**src/hdl/cau_pkg.sv**
```systemverilog
//------------------------------------------------------------------------------
// cau_pkg
// Shared types, opcodes, status codes and helpers of the complex arithmetic
// unit.
//------------------------------------------------------------------------------
`default_nettype none

package cau_pkg;

   // Datapath geometry
   localparam int WORD_WIDTH = 32;
   localparam int FRAC_BITS  = 16;
   localparam int PROD_WIDTH = 2 * WORD_WIDTH;
   localparam int SUM_WIDTH  = PROD_WIDTH + 1;
   // Quotient bits needed to tell a valid result from an overflow
   localparam int DIV_STEPS  = WORD_WIDTH + 1;
   localparam int ROOT_BITS  = DIV_STEPS;
   localparam int SQ_IN_BITS = 2 * ROOT_BITS;
   localparam int SQ_REM_W   = WORD_WIDTH + 4;
   localparam int PRE_SHIFT  = DIV_STEPS - FRAC_BITS;
   // Front stages, the divide/root steps and the output register
   localparam int PIPE_LATENCY = 6 + DIV_STEPS;

   // Opcodes
   localparam logic [2:0] OP_ADD = 3'd0;
   localparam logic [2:0] OP_SUB = 3'd1;
   localparam logic [2:0] OP_MUL = 3'd2;
   localparam logic [2:0] OP_DIV = 3'd3;
   localparam logic [2:0] OP_SQR = 3'd4;
   localparam logic [2:0] OP_CNJ = 3'd5;
   localparam logic [2:0] OP_MOD = 3'd6;

   // Status codes
   localparam logic [1:0] ST_OK   = 2'd0;
   localparam logic [1:0] ST_SAT  = 2'd1;
   localparam logic [1:0] ST_DIVZ = 2'd2;

   localparam logic signed [SUM_WIDTH-1:0] WORD_MAX =
      SUM_WIDTH'((65'sd1 <<< (WORD_WIDTH - 1)) - 65'sd1);
   localparam logic signed [SUM_WIDTH-1:0] WORD_MIN = -WORD_MAX - SUM_WIDTH'(1);

   typedef struct packed {
      logic [2:0]                   req_type;
      logic signed [WORD_WIDTH-1:0] a_real;
      logic signed [WORD_WIDTH-1:0] a_imag;
      logic signed [WORD_WIDTH-1:0] b_real;
      logic signed [WORD_WIDTH-1:0] b_imag;
   } cau_req_type;

   typedef struct packed {
      logic signed [WORD_WIDTH-1:0] res_real;
      logic signed [WORD_WIDTH-1:0] res_imag;
      logic [1:0]                   status;
   } cau_rsp_type;

   typedef struct packed {
      logic [WORD_WIDTH-1:0] value;
      logic                  sat;
   } cau_clamp_type;

   // One request as it moves through the divide/root steps
   typedef struct packed {
      logic                    valid;
      logic [2:0]              op;
      logic [WORD_WIDTH-1:0]   dir_re;
      logic [WORD_WIDTH-1:0]   dir_im;
      logic                    dir_sat;
      logic                    div_zero;
      logic                    ovf_re;
      logic                    ovf_im;
      logic                    neg_re;
      logic                    neg_im;
      logic [PROD_WIDTH-1:0]   den;
      logic [PROD_WIDTH-1:0]   rem_re;
      logic [PROD_WIDTH-1:0]   rem_im;
      logic [DIV_STEPS-1:0]    num_re;
      logic [DIV_STEPS-1:0]    num_im;
      logic [DIV_STEPS-1:0]    quo_re;
      logic [DIV_STEPS-1:0]    quo_im;
      logic [SQ_IN_BITS-1:0]   sq_v;
      logic [SQ_REM_W-1:0]     sq_rem;
      logic [ROOT_BITS-1:0]    sq_root;
   } cau_stage_type;

   // Clamp a wide signed value to the word range
   function automatic cau_clamp_type clamp_word(input logic signed [SUM_WIDTH-1:0] v);
      cau_clamp_type c;
      c.value = v[WORD_WIDTH-1:0];
      c.sat   = 1'b0;
      if (v > WORD_MAX) begin
         c.value = WORD_MAX[WORD_WIDTH-1:0];
         c.sat   = 1'b1;
      end else if (v < WORD_MIN) begin
         c.value = WORD_MIN[WORD_WIDTH-1:0];
         c.sat   = 1'b1;
      end
      return c;
   endfunction

   // Signed quotient from magnitude, sign and overflow flag
   function automatic cau_clamp_type quo_word(input logic ovf, input logic neg,
                                              input logic [DIV_STEPS-1:0] q);
      cau_clamp_type c;
      logic [DIV_STEPS-1:0] lim;
      lim = DIV_STEPS'(WORD_MAX[WORD_WIDTH-1:0]);
      if (neg) begin
         if (ovf || q > lim + DIV_STEPS'(1)) begin
            c.value = WORD_MIN[WORD_WIDTH-1:0];
            c.sat   = 1'b1;
         end else begin
            c.value = WORD_WIDTH'(-q);
            c.sat   = 1'b0;
         end
      end else begin
         if (ovf || q > lim) begin
            c.value = WORD_MAX[WORD_WIDTH-1:0];
            c.sat   = 1'b1;
         end else begin
            c.value = q[WORD_WIDTH-1:0];
            c.sat   = 1'b0;
         end
      end
      return c;
   endfunction

endpackage

`default_nettype wire

```
**src/hdl/cau_step.sv**
```systemverilog
//------------------------------------------------------------------------------
// cau_step
// One quotient bit for both divide parts and one root bit, registered.
//------------------------------------------------------------------------------
`default_nettype none

module cau_step
   import cau_pkg::*;
(
   input  wire logic          clock,
   input  wire logic          reset,
   input  wire cau_stage_type stage_in,
   output cau_stage_type      stage_out
);

   cau_stage_type           step_ff, step_in;
   logic [PROD_WIDTH:0]     trial_re, trial_im, den_ext;
   logic [SQ_REM_W+1:0]     sq_trial, sq_sub;
   logic                    take_re, take_im, take_sq;

   // Restoring divide and root steps
   always_comb begin
      step_in  = stage_in;
      den_ext  = {1'b0, stage_in.den};
      trial_re = {stage_in.rem_re, stage_in.num_re[DIV_STEPS-1]};
      trial_im = {stage_in.rem_im, stage_in.num_im[DIV_STEPS-1]};
      take_re  = trial_re >= den_ext;
      take_im  = trial_im >= den_ext;
      step_in.rem_re = take_re ? PROD_WIDTH'(trial_re - den_ext) : PROD_WIDTH'(trial_re);
      step_in.rem_im = take_im ? PROD_WIDTH'(trial_im - den_ext) : PROD_WIDTH'(trial_im);
      step_in.num_re = {stage_in.num_re[DIV_STEPS-2:0], 1'b0};
      step_in.num_im = {stage_in.num_im[DIV_STEPS-2:0], 1'b0};
      step_in.quo_re = {stage_in.quo_re[DIV_STEPS-2:0], take_re};
      step_in.quo_im = {stage_in.quo_im[DIV_STEPS-2:0], take_im};

      sq_trial = {stage_in.sq_rem, stage_in.sq_v[SQ_IN_BITS-1 -: 2]};
      sq_sub   = (SQ_REM_W+2)'({stage_in.sq_root, 2'b01});
      take_sq  = sq_trial >= sq_sub;
      step_in.sq_rem  = take_sq ? SQ_REM_W'(sq_trial - sq_sub) : SQ_REM_W'(sq_trial);
      step_in.sq_root = {stage_in.sq_root[ROOT_BITS-2:0], take_sq};
      step_in.sq_v    = {stage_in.sq_v[SQ_IN_BITS-3:0], 2'b00};
   end

   // Advance valid and payload
   always_ff @(posedge clock) begin
      if (reset) begin
         step_ff.valid <= 1'b0;
      end else begin
         step_ff.valid <= step_in.valid;
      end
      step_ff.op       <= step_in.op;
      step_ff.dir_re   <= step_in.dir_re;
      step_ff.dir_im   <= step_in.dir_im;
      step_ff.dir_sat  <= step_in.dir_sat;
      step_ff.div_zero <= step_in.div_zero;
      step_ff.ovf_re   <= step_in.ovf_re;
      step_ff.ovf_im   <= step_in.ovf_im;
      step_ff.neg_re   <= step_in.neg_re;
      step_ff.neg_im   <= step_in.neg_im;
      step_ff.den      <= step_in.den;
      step_ff.rem_re   <= step_in.rem_re;
      step_ff.rem_im   <= step_in.rem_im;
      step_ff.num_re   <= step_in.num_re;
      step_ff.num_im   <= step_in.num_im;
      step_ff.quo_re   <= step_in.quo_re;
      step_ff.quo_im   <= step_in.quo_im;
      step_ff.sq_v     <= step_in.sq_v;
      step_ff.sq_rem   <= step_in.sq_rem;
      step_ff.sq_root  <= step_in.sq_root;
   end

   assign stage_out = step_ff;

endmodule

`default_nettype wire

```
**config.mk**
```make
export PLATFORM = sky130hd
export DESIGN_NAME = cau_step
export DESIGN_NICKNAME = d
export VERILOG_FILES = /design/src/hdl/cau_pkg.sv /design/src/hdl/cau_step.sv
export SDC_FILE = /design/constraint.sdc
export NUM_CORES = 1
export LEC_CHECK = 0
export ABC_AREA = 1
export BUFFER_PORTS_ARGS = -buffer_cell sky130_fd_sc_hd__buf_2
export CAP_MARGIN = 25
export CORE_AREA = 2 2 412 414
export DETAILED_ROUTE_END_ITERATION = 8
export DIE_AREA = 0 0 414 416
export RECOVER_POWER = 25
export SYNTH_ARGS = -nofsm -noshare
export SYNTH_HDL_FRONTEND = slang
export SYNTH_SLANG_ARGS = --single-unit
```
**constraint.sdc**
```tcl
create_clock -name clock -period 3 [get_ports clock]
set_input_delay 0.45 -clock clock [delete_from_list [all_inputs] [get_ports clock]]
set_output_delay 0.45 -clock clock [all_outputs]
set_load 0.1 [all_outputs]
```
==> Word level (Yosys, flattened, before mapping) <==
Index checks and enable logic that the tools add are counted.
Widths: inputs -> output; s select.
{ "op_classes": {"n_addsub": 3, "n_lt_le_gt_ge": 3, "n_mux": 3} }
{ "ops": {"columns": ["op", "n"], "rows": [
  ["$ge 65x64->1", 2],
  ["$mux 64", 2],
  ["$sub 64x64->64", 2],
  ["$ge 38x35->1", 1],
  ["$mux 36", 1],
  ["$sub 36x35->36", 1]
]} }
{ "totals": {"regBits": 529, "in_bits": 535, "out_inout_bits": 533, "elab_cells": 29} }

==> Depth between registers and ports, before layout <==
Gate-level depths: netlist of the first run.
{ "logic_depth": {"word_depth": 2, "depth_mapped": 18, "ltp_nobuf": 17} }

==> Worst setup path before layout of the first run <==
Ideal clock, no wire load.
{ "synth_timing": {"kind": "input port to flip-flop", "from": "input stage_in[451] in the netlist's numbering", "to": "register step_ff, in the netlist stage_out[341]", "setup_time_ns": 0.112, "t_arrival_ns": 2.013, "t_required_ns": 2.888, "slack_ns": 0.875, "path_stages": 15, "path_buffers": 2, "path_cell_list": "inv_1 -> ha_1 -> nand2_1 -> inv_1 -> a21oi_1 -> and2_1 -> nor2_1 -> nor2_1 -> nand2_1 -> nor2_1 -> nand2_4 -> buf_8 -> buf_8 -> nand2_1 -> nand2_1"} }
{ "synth_lines": {"columns": ["item", "line", "rtl"], "rows": [
  ["from (decl)", "cau_step.sv:12", "input wire cau_stage_type stage_in,"],
  ["to (decl)", "cau_step.sv:16", "cau_stage_type step_ff, step_in;"]
]} }

==> results of run 1 <==
final cells by class:
class / instances / area (um^2) / share of cell area
Sequential cell: 529 / 10600 / 0.238
Clock buffer: 84 / 1830 / 0.0412
Antenna cell: 19 / 47.5 / 0.00107
Inverter: 820 / 3080 / 0.0693
Timing Repair Buffer: 1773 / 12100 / 0.272
Tap cell: 2218 / 2780 / 0.0625
Multi-Input combinational cell: 2829 / 13600 / 0.305
Clock inverter: 36 / 463 / 0.0104
repair_timing:
item / 4_1_cts / 5_1_grt
hold endpoints to repair: 484 / 0
setup endpoints to repair: 0 / 60
setup buffers: 0 / 0
gates resized for setup: 0 / 3
hold buffers: 485 / 0
critical path, delay by kind of cell:
kind,cells,cell delay (ps)
adders and majority gates,1,390
and+or+nand+nor,8,970
AOI/OAI and AO/OA,1,330
buffers and inverters,6,1230
worst max path at each step:
| stage | startpoint | endpoint | slack, ps | depth (start not counted) |
|---|---|---|---|---|
| after floorplan | stage_in[451] | stage_out[341]$_DFF_P_ | 880 | 15 |
| after global placement | stage_in[453] | stage_out[292]$_DFF_P_ | -20 | 15 |
| after detailed placement | stage_in[402] | stage_out[387]$_DFF_P_ | -40 | 14 |
| after CTS | stage_in[453] | stage_out[291]$_DFF_P_ | 180 | 16 |
| after global routing | stage_in[453] | stage_out[293]$_DFF_P_ | 10 | 13 |
| final | stage_in[11] | stage_out[42]$_DFF_P_ | 100 | 16 |
logic make-up (layout without fill, tap and decap cells):
group | count (synthesis) | count (layout) | share of synthesized area
compound gates | 186 | 186 | 0.0354
xor+xnor | 82 | 82 | 0.0261
fa+ha+maj | 165 | 165 | 0.0756
buf+inv | 863 | 2713 | 0.123
flops | 529 | 529 | 0.385
other cells | 1 | 23 | 0.000136
simple gates | 2392 | 2392 | 0.355
cell usage in the layout (no fill, tap or decap), types with 77 or more instances in the layout:
cell           netlist  final
buf_4                7    205
dfxtp_1            529    529
xor2_1              77     77
ha_1               163    163
inv_1              773    773
a21oi_1            129    127
nand2_1           1729   1729
nor2_1             259    258
dlygate4sd3_1        0    485
nand3_1            247    247
buf_2               15    999
power groups by stage:
stage | Combinational [W] | Sequential, W | Clock, W
3_5_place_dp | 0.0109 | 0.00830 | 0
2_1_floorplan | 0.00258 | 0.0133 | 0
3_3_place_gp | 0.0109 | 0.00830 | 0
6_report | 0.0115 | 0.00813 | 0.00852
4_1_cts | 0.0115 | 0.00815 | 0.00881
5_1_grt | 0.0120 | 0.00818 | 0.00908
synth_stat cells, drive strengths merged:
cell type     n
conb          1
ha          163
clkbuf       12
fa            2
a21boi        1
o21bai        6
o21a          2
nor4         12
or2           3
o21ai        41
nor3         27
nand3       250
nand3b       38
inv         818
buf          31
a21oi       129
clkinv        2
xnor2         5
and3          6
nor2        289
o211ai        1
nand2      1738
dfxtp       529
xor2         77
and2          3
a21o          6
nand4        26
through the flow:
step / setup TNS, ps / hold slack [ps] / power (W) / setup slack (ps)
6_report: 0 / 77.8 / 0.0281 / 97.6
5_1_grt: 0 / 37.8 / 0.0293 / 13.9
4_1_cts: 0 / 4.25 / 0.0285 / 180
3_5_place_dp: -379 / 554 / 0.0192 / -43.3
3_3_place_gp: -104 / 553 / 0.0192 / -20.1
2_1_floorplan: 0 / 478 / 0.0158 / 875
metal layers:
layer,global-route usage,wire (um)
met1,0.206,65600
met4,0.128,12300
met5,0,111
met2,0.383,94000
met3,0.0408,9740
==> reports/qor.txt, run 1 <==
period utilization - 0.967
CP Capture Type - flip-flop
Max Clk Rate - 345 MHz
worst slew pin tran - 886 ps
Slowest-stage cell, CP - dlygate4sd3_1
Synth Cell Area - 0.0275 mm^2
clk buf depth - 3
worst path cell trace - dlygate4sd3_1 > buf_2 > inv_1 > ha_1 > nand2_1 > o21ai_0 > inv_1 > nand2_1 > nand2_1 > nand3b_1 > nand3_1 > nand2_1 > inv_2 > buf_12 > nand2_1 > nand2_1
Nets - 6720
# fillers - 18.5k
non-filler instance count after layout - 8308
number of flip-flops in the largest register - 529
max cap viols - 0
final setup violation count - 0
sink of the worst hold path - stage_out[285]$_DFF_P_
Final min period - 2900 ps
sequential power share - 0.289
FP Rows - 151
Relative slew margins - 0.414
cell mode on critical path - nand2_1
effective utilization at floorplan - 0.164
Routed Antenna Nets - 0
Core Area - 0.168 mm^2
peak fanout along the critical path - 19
vias per cell - 3.97
initial antenna violation count - 40
largest net degree at the start of global routing - 54
type of the most critical hold path - in -> reg
Synth top area share - 0.385
WP data arrival - 3390 ps
drt pass-1 iters - 5
RSZ-0062 raised after global routing - no
Startpoint Class - input port
clk sinks - 529
Mapped Avg Cell Area - 6.52 um^2
CTS tree - built
Post-Syn Instances - 4218
leakage - 24.4 nW
share of power burned in combinational logic - 0.408
status - finished clean
largest cells by area after synthesis - dfxtp_1 (38%), nand2_1 (24%), inv_1 (11%), ha_1 (7.4%), nand3_1 (4.5%)
Yosys top cell by area - dfxtp_1
final core utilization - 0.264
WHS Path Cells - 3
cell-internal power - 0.0151 W
grt ovf - 0
wire length per cell - 21.9 um
num ports - 1068
Clk network pwr share - 0.303
Switch Pwr - 0.0130 W
worst vdd ir - 0.541 mV
first-pass GRT wire length - 247000 um
design area - 0.0444 mm^2
CP Class - in -> reg
post-detail-place hpwl - 155000 um
TritonCTS Buffers - 67
Synth Warn # - 0
drt drc - 0
Root Driver - clkbuf_16
GRT Total Usage - 0.204
synth unique cells - 40
Die Span Y - 416 um
Pins Over Slew Limit - 0
Slowest Stage Delay on Critical Path - 530 ps
Area Overhead vs Synth - 61.4%
clock-pin slew on the worst setup and hold paths - 60 ps
initial DRC count - 1582
Worst Path Required - 3480 ps
vias in the first global route - 33.4k
Hold Fails Final Rpt - 0
IO buf count - 1061
placed cells - 7684
Die ar. - 0.172 mm^2
fraction of power spent switching nets - 0.464
routability cong. - 0.984
Total Routed Length - 182000 um
Max H-tree Level - 3
Hold Path Origin - stage_in[284]
layout cells sized above 1 - 0.237
Seq/Total Area, Yosys - 0.385
Power per Cell Area - 633 mW/mm^2
area post-placement - 0.0373 mm^2
DR vias - 33.0k
Die X-Extent - 414 um
post-synthesis register bit count - 529
Power figures use the tool's default switching activity.
==> run 2: changes to the inputs <==
- HOLD_SLACK_MARGIN: not set -> 0.06
- MAX_ROUTING_LAYER: not set -> met4
==> reports/qor.txt, run 2 (synthesized netlist as in run 1, its figures left out) <==
status - finished clean
Relative slew margins - 0.379
routability cong. - 1.01
clk sinks - 529
number of flip-flops in the largest register - 529
Max H-tree Level - 3
Routed Antenna Nets - 0
Power per Cell Area - 630 mW/mm^2
num ports - 1068
leakage - 24.4 nW
first-pass GRT wire length - 247000 um
effective utilization at floorplan - 0.164
GRT Total Usage - 0.210
clock-pin slew on the worst setup and hold paths - 60 ps
Worst Path Required - 3530 ps
commonest non-fill, non-tap cell in the layout - nand2_1
Total Routed Length - 182000 um
WP data arrival - 3480 ps
CP Capture Type - flip-flop
initial antenna violation count - 44
Area Overhead vs Synth - 61.6%
CTS tree - built
period utilization - 0.983
Nets - 6741
drt drc - 0
Place WS - 17.8 ps
most frequent cells in the layout - nand2_1 (1729), buf_2 (995), inv_1 (773)
vias per cell - 3.98
FP Rows - 151
clk buf depth - 3
peak fanout along the critical path - 39
type of the most critical hold path - in -> reg
worst slew pin tran - 938 ps
drt pass-1 iters - 6
layout cells sized above 1 - 0.235
post-detail-place hpwl - 155000 um
Final min period - 2950 ps
postcts setup bufs - 0
Startpoint Class - input port
vias in the first global route - 33.6k
WHS Path Cells - 3
CP Class - in -> reg
Core Area - 0.168 mm^2
largest net degree at the start of global routing - 52
max cap viols - 0
min setup slack post-route - 52.4 ps
Max Clk Rate - 339 MHz
wire length per cell - 21.8 um
Pins Over Slew Limit - 0
placed cells - 7683
final setup violation count - 0
initial DRC count - 1856
DR vias - 33.2k
Hold Fails Final Rpt - 0
worst vdd ir - 0.536 mV
Die X-Extent - 414 um
Die Span Y - 416 um
Die ar. - 0.172 mm^2
Root Driver - clkbuf_16
grt ovf - 0
non-filler instance count after layout - 8335
RSZ-0062 raised after global routing - no
IO buf count - 1061
TritonCTS Buffers - 67
setup TNS - 0 ps
run 2: changes by cell type in the layout (fill, tap and decap cells not counted), sizes merged:
cell,previous run,this run
buf,1226,1221
clkbuf,146,154
clkinv,19,20
clkinvlp,5,2
diode,19,25
dlygate4sd3,485,507
inv,828,826
run 2: critical path: stages:
cell and delay, ps:
dlygate4sd3_1 530, clkbuf_1 130, inv_1 160, ha_1 420, nand2_1 160, nor2_2 250
nand3_1 150, nand3_2 160, nand2_1 90, nand2_2 90, nand2_2 60, nand2_2 120
nand2_4 80, nand2_4 200, buf_12 230, o21ai_0 150
run 2: where the power goes:
part           switching, W  total [W]  internal, W  leakage, nW
Clock               0.00359    0.00842      0.00483         1.11
Combinational       0.00895     0.0115      0.00251         18.9
Sequential         0.000371    0.00812      0.00775         4.46
run 2: repair_timing:
item                                    CTS  global route
hold endpoints to repair                506             0
endpoints found under the setup margin    0             8
hold buffers                            507             0
gates resized for setup                   0             3
run 2: area by class of cell:
cell class / instances / area (um^2)
Tap cell: 2218 / 2780
Clock buffer: 88 / 1880
Timing Repair Buffer: 1794 / 12100
Antenna cell: 25 / 62.6
Inverter: 820 / 3080
Clock inverter: 32 / 384
Multi-Input combinational cell: 2829 / 13600
Sequential cell: 529 / 10600
Fill cell: 18700 / 124000
run 2: final timing paths:
kind | startpoint | end | slack, ps
setup / recovery | stage_in[402] | stage_out[268]$_DFF_P_ | 50
hold / removal | stage_in[287] | stage_out[288]$_DFF_P_ | 130
run 2: per-layer routing:
layer,wire (um),vias up,global-route usage
li1,-,16400,-
met1,66100,15300,0.208
met2,94100,1200,0.385
met3,9230,308,0.0376
met4,12200,0,0.122
met5,0,-,-
run 2: stage by stage:
stage	power (W)	cell area [um^2]	hold WS [ps]	util
floorplan	0.0158	27500	478	-
global placement	0.0191	37100	553	0.221
detailed placement	0.0191	37100	554	0.221
CTS	0.0283	44500	60.7	0.264
global route	0.0291	44400	99.9	0.264
finish	0.0280	44500	127	0.264
