==> src/hdl/cau_pkg.sv <==
//------------------------------------------------------------------------------
// cau_pkg
// Shared types, opcodes, status codes and helpers of the complex arithmetic
// unit.
//------------------------------------------------------------------------------
`default_nettype none

package cau_pkg;

   // Datapath geometry
   localparam int WORD_WIDTH = 32;
   localparam int FRAC_BITS  = 16;
   localparam int PROD_WIDTH = 2 * WORD_WIDTH;
   localparam int SUM_WIDTH  = PROD_WIDTH + 1;
   // Quotient bits needed to tell a valid result from an overflow
   localparam int DIV_STEPS  = WORD_WIDTH + 1;
   localparam int ROOT_BITS  = DIV_STEPS;
   localparam int SQ_IN_BITS = 2 * ROOT_BITS;
   localparam int SQ_REM_W   = WORD_WIDTH + 4;
   localparam int PRE_SHIFT  = DIV_STEPS - FRAC_BITS;
   // Front stages, the divide/root steps and the output register
   localparam int PIPE_LATENCY = 6 + DIV_STEPS;

   // Opcodes
   localparam logic [2:0] OP_ADD = 3'd0;
   localparam logic [2:0] OP_SUB = 3'd1;
   localparam logic [2:0] OP_MUL = 3'd2;
   localparam logic [2:0] OP_DIV = 3'd3;
   localparam logic [2:0] OP_SQR = 3'd4;
   localparam logic [2:0] OP_CNJ = 3'd5;
   localparam logic [2:0] OP_MOD = 3'd6;

   // Status codes
   localparam logic [1:0] ST_OK   = 2'd0;
   localparam logic [1:0] ST_SAT  = 2'd1;
   localparam logic [1:0] ST_DIVZ = 2'd2;

   localparam logic signed [SUM_WIDTH-1:0] WORD_MAX =
      SUM_WIDTH'((65'sd1 <<< (WORD_WIDTH - 1)) - 65'sd1);
   localparam logic signed [SUM_WIDTH-1:0] WORD_MIN = -WORD_MAX - SUM_WIDTH'(1);

   typedef struct packed {
      logic [2:0]                   req_type;
      logic signed [WORD_WIDTH-1:0] a_real;
      logic signed [WORD_WIDTH-1:0] a_imag;
      logic signed [WORD_WIDTH-1:0] b_real;
      logic signed [WORD_WIDTH-1:0] b_imag;
   } cau_req_type;

   typedef struct packed {
      logic signed [WORD_WIDTH-1:0] res_real;
      logic signed [WORD_WIDTH-1:0] res_imag;
      logic [1:0]                   status;
   } cau_rsp_type;

   typedef struct packed {
      logic [WORD_WIDTH-1:0] value;
      logic                  sat;
   } cau_clamp_type;

   // One request as it moves through the divide/root steps
   typedef struct packed {
      logic                    valid;
      logic [2:0]              op;
      logic [WORD_WIDTH-1:0]   dir_re;
      logic [WORD_WIDTH-1:0]   dir_im;
      logic                    dir_sat;
      logic                    div_zero;
      logic                    ovf_re;
      logic                    ovf_im;
      logic                    neg_re;
      logic                    neg_im;
      logic [PROD_WIDTH-1:0]   den;
      logic [PROD_WIDTH-1:0]   rem_re;
      logic [PROD_WIDTH-1:0]   rem_im;
      logic [DIV_STEPS-1:0]    num_re;
      logic [DIV_STEPS-1:0]    num_im;
      logic [DIV_STEPS-1:0]    quo_re;
      logic [DIV_STEPS-1:0]    quo_im;
      logic [SQ_IN_BITS-1:0]   sq_v;
      logic [SQ_REM_W-1:0]     sq_rem;
      logic [ROOT_BITS-1:0]    sq_root;
   } cau_stage_type;

   // Clamp a wide signed value to the word range
   function automatic cau_clamp_type clamp_word(input logic signed [SUM_WIDTH-1:0] v);
      cau_clamp_type c;
      c.value = v[WORD_WIDTH-1:0];
      c.sat   = 1'b0;
      if (v > WORD_MAX) begin
         c.value = WORD_MAX[WORD_WIDTH-1:0];
         c.sat   = 1'b1;
      end else if (v < WORD_MIN) begin
         c.value = WORD_MIN[WORD_WIDTH-1:0];
         c.sat   = 1'b1;
      end
      return c;
   endfunction

   // Signed quotient from magnitude, sign and overflow flag
   function automatic cau_clamp_type quo_word(input logic ovf, input logic neg,
                                              input logic [DIV_STEPS-1:0] q);
      cau_clamp_type c;
      logic [DIV_STEPS-1:0] lim;
      lim = DIV_STEPS'(WORD_MAX[WORD_WIDTH-1:0]);
      if (neg) begin
         if (ovf || q > lim + DIV_STEPS'(1)) begin
            c.value = WORD_MIN[WORD_WIDTH-1:0];
            c.sat   = 1'b1;
         end else begin
            c.value = WORD_WIDTH'(-q);
            c.sat   = 1'b0;
         end
      end else begin
         if (ovf || q > lim) begin
            c.value = WORD_MAX[WORD_WIDTH-1:0];
            c.sat   = 1'b1;
         end else begin
            c.value = q[WORD_WIDTH-1:0];
            c.sat   = 1'b0;
         end
      end
      return c;
   endfunction

endpackage

`default_nettype wire

==> src/hdl/cau_back.sv <==
//------------------------------------------------------------------------------
// cau_back
// Select the final result by opcode, saturate and register the response.
//------------------------------------------------------------------------------
`default_nettype none

module cau_back
   import cau_pkg::*;
(
   input  wire logic          clock,
   input  wire logic          reset,
   input  wire cau_stage_type stage_in,
   output logic               rsp_valid,
   output cau_rsp_type        rsp_item
);

   logic          rsp_valid_ff;
   cau_rsp_type   rsp_item_ff, rsp_item_in;
   cau_clamp_type q_re, q_im;

   // Form the result
   always_comb begin
      q_re = quo_word(stage_in.ovf_re, stage_in.neg_re, stage_in.quo_re);
      q_im = quo_word(stage_in.ovf_im, stage_in.neg_im, stage_in.quo_im);
      rsp_item_in.res_real = stage_in.dir_re;
      rsp_item_in.res_imag = stage_in.dir_im;
      rsp_item_in.status   = stage_in.dir_sat ? ST_SAT : ST_OK;
      case (stage_in.op)
         OP_DIV: begin
            if (stage_in.div_zero) begin
               rsp_item_in.res_real = '0;
               rsp_item_in.res_imag = '0;
               rsp_item_in.status   = ST_DIVZ;
            end else begin
               rsp_item_in.res_real = q_re.value;
               rsp_item_in.res_imag = q_im.value;
               rsp_item_in.status   = (q_re.sat | q_im.sat) ? ST_SAT : ST_OK;
            end
         end
         OP_MOD: begin
            rsp_item_in.res_imag = '0;
            if (stage_in.sq_root > ROOT_BITS'(WORD_MAX[WORD_WIDTH-1:0])) begin
               rsp_item_in.res_real = WORD_MAX[WORD_WIDTH-1:0];
               rsp_item_in.status   = ST_SAT;
            end else begin
               rsp_item_in.res_real = stage_in.sq_root[WORD_WIDTH-1:0];
               rsp_item_in.status   = ST_OK;
            end
         end
         default: begin
            rsp_item_in.res_real = stage_in.dir_re;
         end
      endcase
   end

   // Strobe
   always_ff @(posedge clock) begin
      if (reset) begin
         rsp_valid_ff <= 1'b0;
      end else begin
         rsp_valid_ff <= stage_in.valid;
      end
   end

   // Hold the result for its strobe cycle
   always_ff @(posedge clock) begin
      rsp_item_ff <= rsp_item_in;
   end

   assign rsp_valid = rsp_valid_ff;
   assign rsp_item  = rsp_item_ff;

endmodule

`default_nettype wire

==> config.mk <==
export PLATFORM = sky130hd
export DESIGN_NAME = cau_back
export DESIGN_NICKNAME = d
export VERILOG_FILES = /design/src/hdl/cau_pkg.sv /design/src/hdl/cau_back.sv
export SDC_FILE = /design/constraint.sdc
export NUM_CORES = 1
export LEC_CHECK = 0
export BUFFER_PORTS_ARGS = -buffer_cell sky130_fd_sc_hd__buf_2
export CORE_AREA = 2 2 236 238
export CTS_BUF_LIST = sky130_fd_sc_hd__clkbuf_4 sky130_fd_sc_hd__clkbuf_8 sky130_fd_sc_hd__clkbuf_16
export CTS_CLUSTER_DIAMETER = 150
export DETAILED_ROUTE_END_ITERATION = 16
export DIE_AREA = 0 0 238 240
export PLACE_DENSITY = 0.35
export SYNTH_ARGS = -nofsm -noshare
export SYNTH_HDL_FRONTEND = slang
export SYNTH_SLANG_ARGS = --single-unit
==> constraint.sdc <==
create_clock -name clock -period 5.9 [get_ports clock]
set_input_delay 1.18 -clock clock [delete_from_list [all_inputs] [get_ports clock]]
set_output_delay 1.18 -clock clock [all_outputs]
set_load 0.02 [all_outputs]
==> Yosys cells after proc, flatten, opt, wreduce, memory -nomap -nowiden <==
Index checks and enable logic that the tools add are counted.
W data, S select, Z words.
{ "totals": {"ff_bits": 67, "wordCells": 31, "output_inout_bits": 67, "inputBits": 535} }
{ "classes": {"bitwise": 1, "n_lt_le_gt_ge": 5, "eq_ne": 2, "reduce_logical": 4, "n_addsub": 2, "n_mux": 13} }
{ "ops": {"columns": ["cell", "n"], "rows": [
  ["$mux W33", 6],
  ["$gt A33 B31 Y1 const B", 3],
  ["$pmux W34 S2", 1],
  ["$gt A33 B32 Y1 const B", 2],
  ["$mux W66", 1],
  ["$neg A32 Y32", 2],
  ["$pmux W32 S2", 1],
  ["$mux W32", 1],
  ["$logic_or A1 B1 Y1", 4],
  ["$eq A3 B2 Y1 const B", 1],
  ["$eq A3 B3 Y1 const B", 1],
  ["$mux W1", 3],
  ["$or A1 B1 Y1", 1]
]} }

==> Depth between registers and ports, before layout <==
Gate-level depths: netlist (run 1).
{ "logic_depth": {"depth_word": 8, "mapped_depth": 9, "ltp_nobuf": 8} }

==> Worst setup path after synthesis (run 1) <==
No wires, ideal clock.
{ "synth_timing": {"path_kind": "input to register", "startpoint": "input port stage_in[175] in the netlist's numbering", "endpoint": "register rsp_item_ff (netlist bit rsp_item[59])", "t_required_ns": 5.778, "path_buffers": 2, "path_slack_ns": 2.854, "arrival_ns": 2.924, "stages": 8, "cell_sequence": "or3_1 -> buf_6 -> or4_1 -> buf_6 -> nor3_4 -> nand3_1 -> a21oi_1 -> o31ai_1"} }
{ "synth_rtl": {"columns": ["item", "line", "source"], "rows": [
  ["start, declared", "cau_back.sv:12", "input wire cau_stage_type stage_in,"],
  ["end signal, assigned", "cau_back.sv:67", "rsp_item_ff <= rsp_item_in;"],
  ["end, declared", "cau_back.sv:18", "cau_rsp_type rsp_item_ff, rsp_item_in;"]
]} }

==> flow_metrics.env, run 1 <==
export IMPL_hp_class="primary input to flop"
export IMPL_die_w_um=238
export IMPL_vias=5561
export IMPL_post_cts_resized=0
export IMPL_synth_top_area_share_pct=30.2
export IMPL_power_density_mw_per_mm2=215
export IMPL_via_per_inst=3.61
export IMPL_antenna_found_initial=12
export IMPL_design_power_total_uw=1450
export IMPL_fin_nets=1365
export IMPL_fmaxAchievable_mhz=289
export IMPL_die_y_um=240
export IMPL_place_gp_congestion=0.786
export IMPL_ys_ff_latch=67
export IMPL_fin_util_pct=12.4
export IMPL_cp_max_fo=15
export IMPL_min_path_cells=2
export IMPL_grt_max_degree=33
export IMPL_clock_sinks=67
export IMPL_clockBufferDepth=2
export IMPL_firstDrtPassIters=5
export IMPL_die_area_mm2=0.0571
export IMPL_finalCritPeriodShare_pct=58.7
export IMPL_status="finished, final reports clean"
export IMPL_wirelength_um=27100
export IMPL_syn_area_mm2=0.00444
export IMPL_dpl_hpwl_um=21500
export IMPL_syn_avg_cell_area_um2=7.38
export IMPL_antenna_left=0
export IMPL_final_setup_tns_ns=0
export IMPL_drt_iter0_markers=330
export IMPL_synth_flop_cell="dfxtp_1"
export IMPL_crit_type="primary input to flop"
export IMPL_ys_async_sr_fraction_pct=0
export IMPL_wl_per_cell_um=17.6
export IMPL_finalSetupViolCount=0
export IMPL_cts_buffers=9
export IMPL_slew_limit_headroom_pct=32.7
export IMPL_post_cts_setup_buffers=0
export IMPL_clk_pin_slew_ns=0.07
export IMPL_fin_hold_ws_ns=0.947
export IMPL_rsz0062_at_grt="no"
export IMPL_clockRootBuffer="clkbuf_16"
export IMPL_worst_pin_slew_ns=1.00
export IMPL_maxCapViolations=0
export IMPL_yosysTopAreaCell="dfxtp_1"
export IMPL_design_portCount=602
export IMPL_synth_edf_count=0
export IMPL_synthToLayoutAreaGrowth_pct=52.3
export IMPL_required_ns=6.23
export IMPL_io_buffers=241
export IMPL_drc=0
export IMPL_instances_no_fill=1539
export IMPL_cts_max_level=3
export IMPL_final_layout_size_suffix_gt1_share_pct=34.3
export IMPL_finalHoldViolCount=0
export IMPL_finalCriticalPeriod_ns=3.47
export IMPL_overflow=0
export IMPL_dpl_cell_count=1519
export IMPL_synth_distinct_cells=57
export IMPL_cts_tree="yes"
export IMPL_grt_pass1_vias=5575
export IMPL_drv_slew=0
export IMPL_ir_worst_vdd_mv=0.140
export IMPL_grt_usage_pct=9.41
export IMPL_core_area_mm2=0.0547
export IMPL_yosys_warnings=0
export IMPL_ys_seq_area_share_pct=30.2
export IMPL_startpoint_type="primary input"
export IMPL_p_leak_uw=0.00263
export IMPL_arrival_ns=3.80
export IMPL_netlist_instances=602
export IMPL_initial_core_util_pct=8.13
export IMPL_synth_net_count=1141
export IMPL_row_count=86
export IMPL_grt_first_pass_wirelength_um=38500
export IMPL_hold_buffers=0
export IMPL_cp_end_kind="flop"
export IMPL_ys_top_cells_by_area="dfxtp_1, nand2_1, o21ai_0"
==> synthesized netlist by cell type (all sizes together) (5+ instances only) <==
library cell / instances
o21a: 8
nor4: 17
or3: 15
nor3: 24
nor2: 20
clkbuf: 32
buf: 7
o21ai: 67
a31oi: 8
dfxtp: 67
or4: 10
nor2b: 5
xnor2: 19
nand2: 104
o221ai: 5
a21oi: 40
inv: 7
and2: 5
o22ai: 12
o31ai: 16
o211ai: 20
nand3: 26
nand4: 23
==> worst max-delay path, stage by stage <==
cell      delay [ns]
buf_2           0.15
ha_1            0.19
nand4b_1        0.16
or4_1           0.50
o21ai_1         0.81
buf_4           0.36
a21oi_1         0.09
a31oi_1         0.20
a22o_1          0.15
==> cell families (layout without fill, tap and decap cells) <==
logic type	after synthesis	after routing	share of synthesized area [%]
AO/OA/AOI/OAI	196	196	27.9
XOR/XNOR	22	22	4.34
adder cells (fa/ha/maj)	4	4	1.13
buffers and inverters	47	276	4.65
flip-flops	67	67	30.2
other	0	4	0
AND/OR/NAND/NOR	266	266	31.8
==> state kept, by name (all words and copies together), names as in the netlist <==
signal	cells
rsp_item	66
rsp_valid	1
==> routing by layer <==
| metal | track usage (%) | share of wire [%] | up-vias |
|---|---|---|---|
| li1 | - | - | 2703 |
| met1 | 12.0 | 46 | 2559 |
| met2 | 14.5 | 43 | 256 |
| met3 | 3.86 | 9.4 | 31 |
| met4 | 2.84 | 1.5 | 12 |
| met5 | 0 | 0.28 | - |
==> through the flow <==
step / setup slack, ns / instance area (um^2)
floorplan: 2.85 / 4440
global placement: 2.03 / 6450
detailed placement: 2.02 / 6450
CTS: 2.45 / 6760
global route: 2.32 / 6760
finish: 2.43 / 6770
==> cell type report <==
| cell class | instances | area [um^2] |
|---|---|---|
| Antenna cell | 4 | 10.0 |
| Clock buffer | 9 | 225 |
| Clock inverter | 7 | 83.8 |
| Fill cell | 6408 | 47900 |
| Inverter | 8 | 30.0 |
| Multi-Input combinational cell | 488 | 2910 |
| Sequential cell | 67 | 1340 |
| Tap cell | 704 | 881 |
| Timing Repair Buffer | 252 | 1290 |
==> where the power goes <==
part | internal (uW) | total, uW | switching, uW | leakage (uW)
clock network | 336 | 611 | 275 | 0.000149
logic | 121 | 337 | 215 | 0.00191
registers | 492 | 506 | 13.7 | 0.000564
==> worst paths after layout <==
kind	startpoint	to	slack [ns]
worst min-delay path	reset	rsp_valid	0.95
worst max-delay path	stage_in[135]	rsp_item[14]	2.43
==> cell usage in the layout (no fill, tap or decap), types with 7 or more instances in the layout <==
master	synthesis	layout
or3_1	15	15
nor2_1	20	20
nor3_1	22	22
o21ai_1	7	7
xnor2_1	19	19
inv_1	7	7
dfxtp_1	67	67
nand4_1	23	23
nand2_1	104	104
o211ai_1	20	20
nand3_1	25	25
o31ai_1	16	16
a31oi_1	8	8
buf_4	1	11
o21a_1	8	8
a21oi_1	39	39
or4_1	7	7
nor4_1	13	13
clkbuf_16	0	9
o22ai_1	12	12
o21ai_0	60	59
buf_2	3	241
(Power assumes the default switching activity.)
==> run 2: changes to the inputs <==
==> constraint.sdc (replaced) <==
create_clock -name clock -period 3.19 [get_ports clock]
set_input_delay 0.638 -clock clock [delete_from_list [all_inputs] [get_ports clock]]
set_output_delay 0.638 -clock clock [all_outputs]
set_load 0.02 [all_outputs]
==> run 2 against run 1 <==
Against the previous run: count of clock-buffer cells in the layout up 2; setup slack worse by 2.0 ns; total power up 77%; flip-flop and latch count unchanged.
==> flow_metrics.env, run 2 (synthesized netlist as in run 1, its figures left out) <==
export IMPL_ir_worst_vdd_mv=0.235
export IMPL_p_leak_uw=0.00272
export IMPL_drt_iter0_markers=340
export IMPL_design_portCount=602
export IMPL_clockBufferDepth=2
export IMPL_power_density_mw_per_mm2=373
export IMPL_rsz0062_at_grt="no"
export IMPL_finalCritPeriodShare_pct=85.0
export IMPL_worst_pin_slew_ns=0.758
export IMPL_dpl_hpwl_um=22100
export IMPL_layout_common_cells="buf_2, nand2_1, dfxtp_1"
export IMPL_arrival_ns=3.03
export IMPL_io_buffers=241
export IMPL_hold_buffers=0
export IMPL_grt_usage_pct=9.44
export IMPL_fin_hold_ws_ns=0.415
export IMPL_grt_first_pass_wirelength_um=38900
export IMPL_grt_pass1_vias=5630
export IMPL_drv_slew=0
export IMPL_clockRootBuffer="clkbuf_16"
export IMPL_clk_pin_slew_ns=0.06
export IMPL_cts_tree="yes"
export IMPL_cts_max_level=3
export IMPL_finalCriticalPeriod_ns=2.71
export IMPL_die_y_um=240
export IMPL_status="finished, final reports clean"
export IMPL_clock_sinks=67
export IMPL_startpoint_type="primary input"
export IMPL_post_cts_resized=0
export IMPL_die_w_um=238
export IMPL_cts_buffers=9
export IMPL_layout_commonest_cell="buf_2"
export IMPL_finalHoldViolCount=0
export IMPL_design_power_total_uw=2570
export IMPL_multi_input_area_mm2=0.00291
export IMPL_largest_reg_flops=66
export IMPL_regArea_mm2=0.00134
export IMPL_drc=0
export IMPL_fin_area_mm2=0.00690
export IMPL_cp_max_fo=14
export IMPL_via_per_inst=3.69
export IMPL_fin_nets=1385
export IMPL_antenna_found_initial=12
export IMPL_place_gp_congestion=0.822
export IMPL_hp_class="primary input to flop"
export IMPL_synthToLayoutAreaGrowth_pct=55.2
export IMPL_overflow=0
export IMPL_wl_per_cell_um=17.4
export IMPL_maxCapViolations=0
export IMPL_antenna_left=0
export IMPL_fmaxAchievable_mhz=369
export IMPL_crit_path_end="rsp_item[28]"
export IMPL_crit_type="primary input to flop"
export IMPL_die_area_mm2=0.0571
export IMPL_cp_startpoint="stage_in[154]"
export IMPL_dpl_cell_count=1539
export IMPL_grt_max_degree=37
export IMPL_row_count=86
export IMPL_firstDrtPassIters=4
export IMPL_core_area_mm2=0.0547
export IMPL_final_setup_tns_ns=0
export IMPL_slew_limit_headroom_pct=49.5
export IMPL_finalSetupViolCount=0
export IMPL_initial_core_util_pct=8.13
export IMPL_vias=5751
export IMPL_post_cts_setup_buffers=0
export IMPL_instances_no_fill=1559
export IMPL_n_fill_cell=6435
export IMPL_final_layout_size_suffix_gt1_share_pct=35.8
export IMPL_post_dp_cell_area_mm2=0.00661
export IMPL_wirelength_um=27100
export IMPL_cp_end_kind="flop"
export IMPL_required_ns=3.51
==> run 2: cell count changes in the layout (fill, tap and decap cells not counted), sizes merged <==
cell,before,now
bufinv,1,0
inv,11,7
clkinv,2,5
diode,4,5
clkinvlp,1,0
clkbuf,9,11
buf,252,272
==> run 2: layout make-up <==
cell class | instances | share of cell area, %
antenna | 5 | 0.181
clock buffer | 11 | 3.57
clock inverter | 4 | 0.399
inverter | 8 | 0.435
multi-input combinational | 488 | 42.1
sequential | 67 | 19.5
tap | 704 | 12.8
timing repair buffer | 272 | 21.0
==> run 2: stage by stage <==
| step | util (%) | setup slack [ns] |
|---|---|---|
| global placement | 12.1 | 0.00227 |
| detailed placement | 12.1 | -0.0244 |
| floorplan | - | 0.686 |
| CTS | 12.6 | 0.385 |
| global route | 12.6 | 0.183 |
| finish | 12.6 | 0.479 |
==> run 2: report_power, final <==
group	internal (uW)	total [uW]	switching (uW)
Clock	552	1000	449
Sequential	911	936	24.9
Combinational	235	638	402
==> run 2: worst min path at each step <==
| stage | from | end | slack (ns) | depth (start not counted) |
|---|---|---|---|---|
| 2_1_floorplan | reset | rsp_valid | 0.71 | 1 |
| 3_3_place_gp | reset | rsp_valid | 0.80 | 2 |
| 3_5_place_dp | reset | rsp_valid | 0.80 | 2 |
| 4_1_cts | reset | rsp_valid | 0.37 | 2 |
| 5_1_grt | reset | rsp_valid | 0.40 | 2 |
| 6_report | reset | rsp_valid | 0.41 | 2 |
==> run 2: worst max-delay path: stages <==
cell and delay [ns]:
buf_2 0.13, or4_4 0.58, nor4_4 0.36, nand4_1 0.23, a21oi_1 0.20, buf_4 0.23
o21ai_0 0.10, o21ai_0 0.36, buf_4 0.18
==> run 2: routing by layer <==
| layer | vias to the layer above | part of all wire (%) | wire length, um | track usage, % |
|---|---|---|---|---|
| met2 | 260 | 44 | 11900 | 14.6 |
| met4 | 12 | 1.1 | 291 | 2.33 |
| met3 | 24 | 11 | 2990 | 4.05 |
| met1 | 2698 | 44 | 11900 | 12.0 |
| met5 | - | 0.28 | 76 | 0 |
| li1 | 2757 | - | - | - |
